File: config.mk
export PLATFORM = sky130hd
export DESIGN_NAME = mqs_ram
export DESIGN_NICKNAME = d
export VERILOG_FILES = /design/src/rtl/core/mqs_ram.sv
export SDC_FILE = /design/constraint.sdc
export NUM_CORES = 1
export LEC_CHECK = 0
export ABC_CLOCK_PERIOD_IN_PS = 2200
export BUFFER_PORTS_ARGS = -buffer_cell sky130_fd_sc_hd__buf_4
export CELL_PAD_IN_SITES_DETAIL_PLACEMENT = 1
export CELL_PAD_IN_SITES_GLOBAL_PLACEMENT = 2
export CORE_ASPECT_RATIO = 0.5
export CORE_UTILIZATION = 48
export DETAILED_ROUTE_END_ITERATION = 7
export PLACE_DENSITY = 0.9
export SYNTH_ARGS = -nofsm -noshare
export SYNTH_HDL_FRONTEND = slang
export SYNTH_SLANG_ARGS = --single-unit
File: constraint.sdc
create_clock -name clk -period 2.2 [get_ports clk]
set_input_delay 0.44 -clock clk [delete_from_list [all_inputs] [get_ports clk]]
set_output_delay 0.44 -clock clk [all_outputs]
set_load 0.005 [all_outputs]
File: src/rtl/core/mqs_ram.sv
`timescale 1ns / 1ps
module mqs_ram #(
  parameter int WIDTH = 8,
  parameter int DEPTH = 16,
  localparam int AW = (DEPTH > 1) ? $clog2(DEPTH) : 1
) (
  input  logic             clk,
  input  logic             we,
  input  logic [AW-1:0]    waddr,
  input  logic [WIDTH-1:0] wdata,
  input  logic [AW-1:0]    raddr,
  output logic [WIDTH-1:0] rdata
);

  logic [WIDTH-1:0] mem_r [DEPTH];

  always_ff @(posedge clk) begin
    if (we) begin
      mem_r[waddr] <= wdata;
    end
    rdata <= mem_r[raddr];
  end

endmodule

After elaboration in Yosys (flattened, before gate mapping)

Memory sizes are Yosys's and may differ from the RTL's. A register that Yosys moved wholly into a read port is not among the register bits.
Cells that the tools add are included.

Register bits: 0
Latch bits: 0
Memory bits (writable): 128
Bits in read-only memories: 0
Logic and storage cells: 3
Memories: 1

Memory list:

| memory | words | width | rd ports | clocked after memory_dff | write ports | line | text |
|---|---|---|---|---|---|---|---|
| mem_r  | 16    | 8     | 1        | 1                        | 1           | 15   | `logic [WIDTH-1:0] mem_r [DEPTH];` |

Add/sub/neg operators: 0
Multipliers: 0
Divide/modulo/power cells: 0
Magnitude comparators: 0
Eq/ne operators: 0
Shift operators: 0
Muxes and demuxes: 2
Bitwise logic cells: 0
Reductions and logical operators: 0

Operators with widths:

| cell              | number |
|---|---|
| 1-bit two-way mux | 2 |

Depth between registers and ports, before layout

Depth after elaboration: 2
Depth in mapped cells: 5

Worst setup path after synthesis

No wires, ideal clock.

Kind: input to register
Start point: in waddr[2]
End point: mem mem_r[0][0] (enable)
Data arrival time: 1.550 ns
Required time: 1.817 ns
Setup slack: 0.267 ns
Stages on the path: 2
Buffers on the path: 0
Path through: or3b_2 -> nor3_1

RTL lines:

| item               | line | text |
|---|---|---|
| start: declaration | 9    | `input logic [AW-1:0] waddr,` |
| end: declaration   | 15   |  |

Straight into the memory's write port.

==> results.py <==
metrics = {
    "run_status": {
        "outcome": "finished clean",
    },
    "route": {
        "num_vias": 2590,
        "first_iter_violations": 230,
        "detail_route.first_pass.iterations": 4,
        "average_via_count_per_standard_cell": 5.940,
        "finalWirelength_microns": 12790,
        "drc_errors": 0,
        "wl_per_cell_microns": 29.33,
        "final_antenna_net_count": 0,
    },
    "clock_network": {
        "clk_latency_ps": 420,
        "cts_hold_repair.buffers": 0,
        "tritoncts": "built",
        "clockRootBuffer": "sky130_fd_sc_hd__clkbuf_16",
        "numCtsBuffers": 17,
        "cts.htree.levels": 4,
        "post_cts_resized": 0,
        "clock-sinks": 136,
        "cts_setup_buffers": 0,
        "clk_pin_slew_worst_paths_ps": 60,
        "cts-root-to-sink-buffers": 2,
    },
    "timing": {
        "clock-skew-final_ps": 9.131,
        "actual_slew_at_the_worst_max_slew_pin_ps": 513.7,
        "report.final.hold_viol_count": 0,
        "achievable-frequency_mhz": 675.6,
        "drv_slew": 0,
        "setup_viol_count_final": 0,
        "fin_crit_ps": 1480,
        "rsz0062_at_grt": "false",
        "finalWorstSetupSlack_ps": 719.8,
        "fin_crit_sh": 0.6728,
        "relSlewSlack": 0.6575,
        "setup-tns-final_ps": 0,
    },
    "synthesis": {
        "ys_top_cells_by_area": "sky130_fd_sc_hd__edfxtp_1, sky130_fd_sc_hd__mux4_2, sky130_fd_sc_hd__mux4_1, sky130_fd_sc_hd__dfxtp_1, sky130_fd_sc_hd__a22oi_1",
        "synth_cell_type_count": 19,
        "synth.avg_cell_area_sq_um": 22.48,
        "synth_common_cells": "sky130_fd_sc_hd__edfxtp_1, sky130_fd_sc_hd__mux4_2, sky130_fd_sc_hd__a22oi_1",
        "yosys-mux-area-fraction": 0.1502,
        "yosysTopAreaCell": "sky130_fd_sc_hd__edfxtp_1",
        "synthesis.instances": 229,
        "synth_xor_xnor_area_share": 0,
        "synth_most_common_cell": "sky130_fd_sc_hd__edfxtp_1",
        "ys_dominant_reg_cell": "sky130_fd_sc_hd__edfxtp_1",
        "synthesized_area_fraction_occupied_by_ao_oa_aoi_and_oai_cells": 0.02333,
        "synthDominantCellAreaShare": 0.7467,
        "syn_nets": 247,
        "synth-async-reset-ratio": 0,
        "main_combinational_cell_family_by_area_after_synthesis": "multiplexers",
        "yosysSeqAreaShare": 0.7778,
        "synth.ff_latch_count": 136,
        "area_fraction_in_and_or_nand_and_nor_cells_after_synthesis": 0.03184,
        "synthesized_cell_area_sq_um": 5147,
        "number_of_flops_mapped_to_enable_cells_by_yosys": 128,
        "synth-adder-area-share": 0,
        "yosys_warnings": 0,
    },
    "critical_path": {
        "timing.rr.end": "rdata[1]",
        "timing.critical_path.from": "raddr[0]",
        "max_stage_delay_ps": 560,
        "crit_path_end_kind": "flop",
        "worst-setup-path-type": "in2reg",
        "worst-path-max-fanout": 18,
        "crit-reg2reg-launch": "mem_r[10][1]",
        "data_required_time_at_the_worst_endpoint_ps": 2490,
        "worst_setup_slack_for_register_to_register_paths_ps": 780,
        "critical_path.cell_chain": "buf_4 > buf_12 > mux4_1 > a22oi_1 > nand2_1",
        "cp_slowest_cell": "sky130_fd_sc_hd__mux4_1",
        "worst_setup_path_start_kind": "primary input",
        "worstPathArrival_ps": 1770,
        "critical-path-top-delay-family": "multiplexers",
        "critical_path_stages": 5,
        "critPathBufInv": 2,
        "timing.reg2reg.worst_path_depth": 3,
    },
    "pwr": {
        "worst_vdd_rail_ir_drop_v": 0.0006120,
        "power.combinational.fraction": 0.046,
        "power.share.clock": 0.502,
        "p_seq_frac": 0.452,
        "p_sw_frac": 0.1981,
        "power.switching_mw": 1.279,
        "total_leakage_power_nw": 2.148,
        "cellPowerDensity_nw_per_um2": 1032,
        "power_report.internal_total_mw": 5.175,
    },
    "final_layout": {
        "final_antenna_diode_count": 0,
        "final_nets": 301,
        "nFillCells": 859,
        "layoutNonFillerInstCount": 436,
        "area.growth.synth_to_final_pct": 21.49,
        "post_route_cells_drive_above_1_share": 0.3209,
    },
    "place": {
        "hpwlAfterDp_microns": 7207,
        "place.port_buffers": 25,
        "dp.cells": 404,
        "global_placement_routability_congestion": 0.7050,
        "preCtsSetupSlack_ps": 277.2,
    },
    "global_routing": {
        "grt_overflow_total": 0,
        "groute.usage.overall": 0.2539,
        "first_global_vias": 2764,
        "grt_max_degree": 33,
        "antenna_violations_before_repair": 0,
        "first_pass_grt_wire_length_microns": 18480,
    },
    "worst_hold_path": {
        "hold_path_class": "in2reg",
        "min_to": "mem_r[0][4]",
        "worstHoldStart": "wdata[4]",
        "min_path_cells": 1,
    },
    "floorplan": {
        "die-height_microns": 75.23,
        "initial_cell_density_of_the_core": 0.4992,
        "floorplan.die.width_microns": 148.5,
        "floorplan.die_area_sq_um": 11170,
        "design.portCount": 26,
        "core_area_sq_um": 10310,
        "row_count": 26,
    },
    "flow_run": {
        "max_cap_viol_count": 0,
    },
}
## stage by stage
stage                     hold WS [ps]  power [mW]  instance area [sq um]    util
after floorplan                  538.9       3.111                   5147       -
after global placement           654.6       3.233                   5587  0.5417
after detailed placement         683.5       3.259                   5587  0.5417
after CTS                        308.3       6.480                   6254  0.6064
after global routing             319.7       6.582                   6254  0.6064
final                            316.5       6.453                   6254  0.6064
## state kept, by name, summed over array words and instances (netlist names)
register / flops
mem_r: 128
rdata: 8
## worst max-delay path by stage
stage / endpoint / slack, ps
2_1_floorplan: mem_r[0][0] / 270
3_3_place_gp: rdata[3] / 380
3_5_place_dp: rdata[5] / 280
4_1_cts: rdata[4] / 720
5_1_grt: rdata[4] / 660
6_report: rdata[4] / 720
## layout make-up
| cell class | instances | area, sq um | area share |
|---|---|---|---|
| flip-flops and latches | 136 | 4004 | 0.6403 |
| clock inverters | 14 | 227.7 | 0.03641 |
| repair buffers | 45 | 350.3 | 0.05602 |
| clock buffers | 18 | 439.2 | 0.07023 |
| well taps | 140 | 175.2 | 0.02801 |
| multi-input cells | 83 | 1057 | 0.1691 |
## power groups by stage
stage / registers (mW) / logic (mW) / clock network, mW
after floorplan: 2.96 / 0.147 / 0
after global routing: 2.92 / 0.314 / 3.34
after global placement: 2.96 / 0.271 / 0
after CTS: 2.92 / 0.297 / 3.26
final: 2.92 / 0.294 / 3.24
after detailed placement: 2.97 / 0.290 / 0
## worst reg2reg max path, cell delays in order (launching register included)
cell                       delay (ps)
sky130_fd_sc_hd__edfxtp_1         400
sky130_fd_sc_hd__mux4_1           530
sky130_fd_sc_hd__a22oi_1          290
sky130_fd_sc_hd__nand2_1           90
## layer usage
metal	up-vias	track usage	wire, microns
li1	1079	-	-
met1	1362	0.3335	4881
met2	138	0.4050	6267
met3	11	0.06909	1442
met4	0	0.1191	197
met5	-	0	0
## cell families (layout without fill, tap and decap cells)
family / after synthesis / in the layout
compound gates: 16 / 16
buf+inv: 10 / 77
flops: 136 / 136
mux: 32 / 32
simple gates: 35 / 35
## placed cells by master, fill, tap and decap left out
cell                           n
sky130_fd_sc_hd__clkinv_2      4
sky130_fd_sc_hd__buf_12        1
sky130_fd_sc_hd__clkbuf_16    17
sky130_fd_sc_hd__clkinvlp_4    2
sky130_fd_sc_hd__nor3_1        4
sky130_fd_sc_hd__nand3b_1      2
sky130_fd_sc_hd__clkinv_4      1
sky130_fd_sc_hd__buf_4        44
sky130_fd_sc_hd__clkinv_1      1
sky130_fd_sc_hd__mux4_2       18
sky130_fd_sc_hd__mux4_1       14
sky130_fd_sc_hd__or3b_2        1
sky130_fd_sc_hd__nand2b_1      2
sky130_fd_sc_hd__nand2_1       9
sky130_fd_sc_hd__nor2b_1       1
sky130_fd_sc_hd__and2b_1       1
sky130_fd_sc_hd__clkbuf_8      1
sky130_fd_sc_hd__dfxtp_1       8
sky130_fd_sc_hd__edfxtp_1    128
sky130_fd_sc_hd__nand3_1       1
sky130_fd_sc_hd__and2_1        1
sky130_fd_sc_hd__a22oi_1      16
sky130_fd_sc_hd__nor2_1       13
sky130_fd_sc_hd__bufinv_16     6
Power figures use the tool's default switching activity.
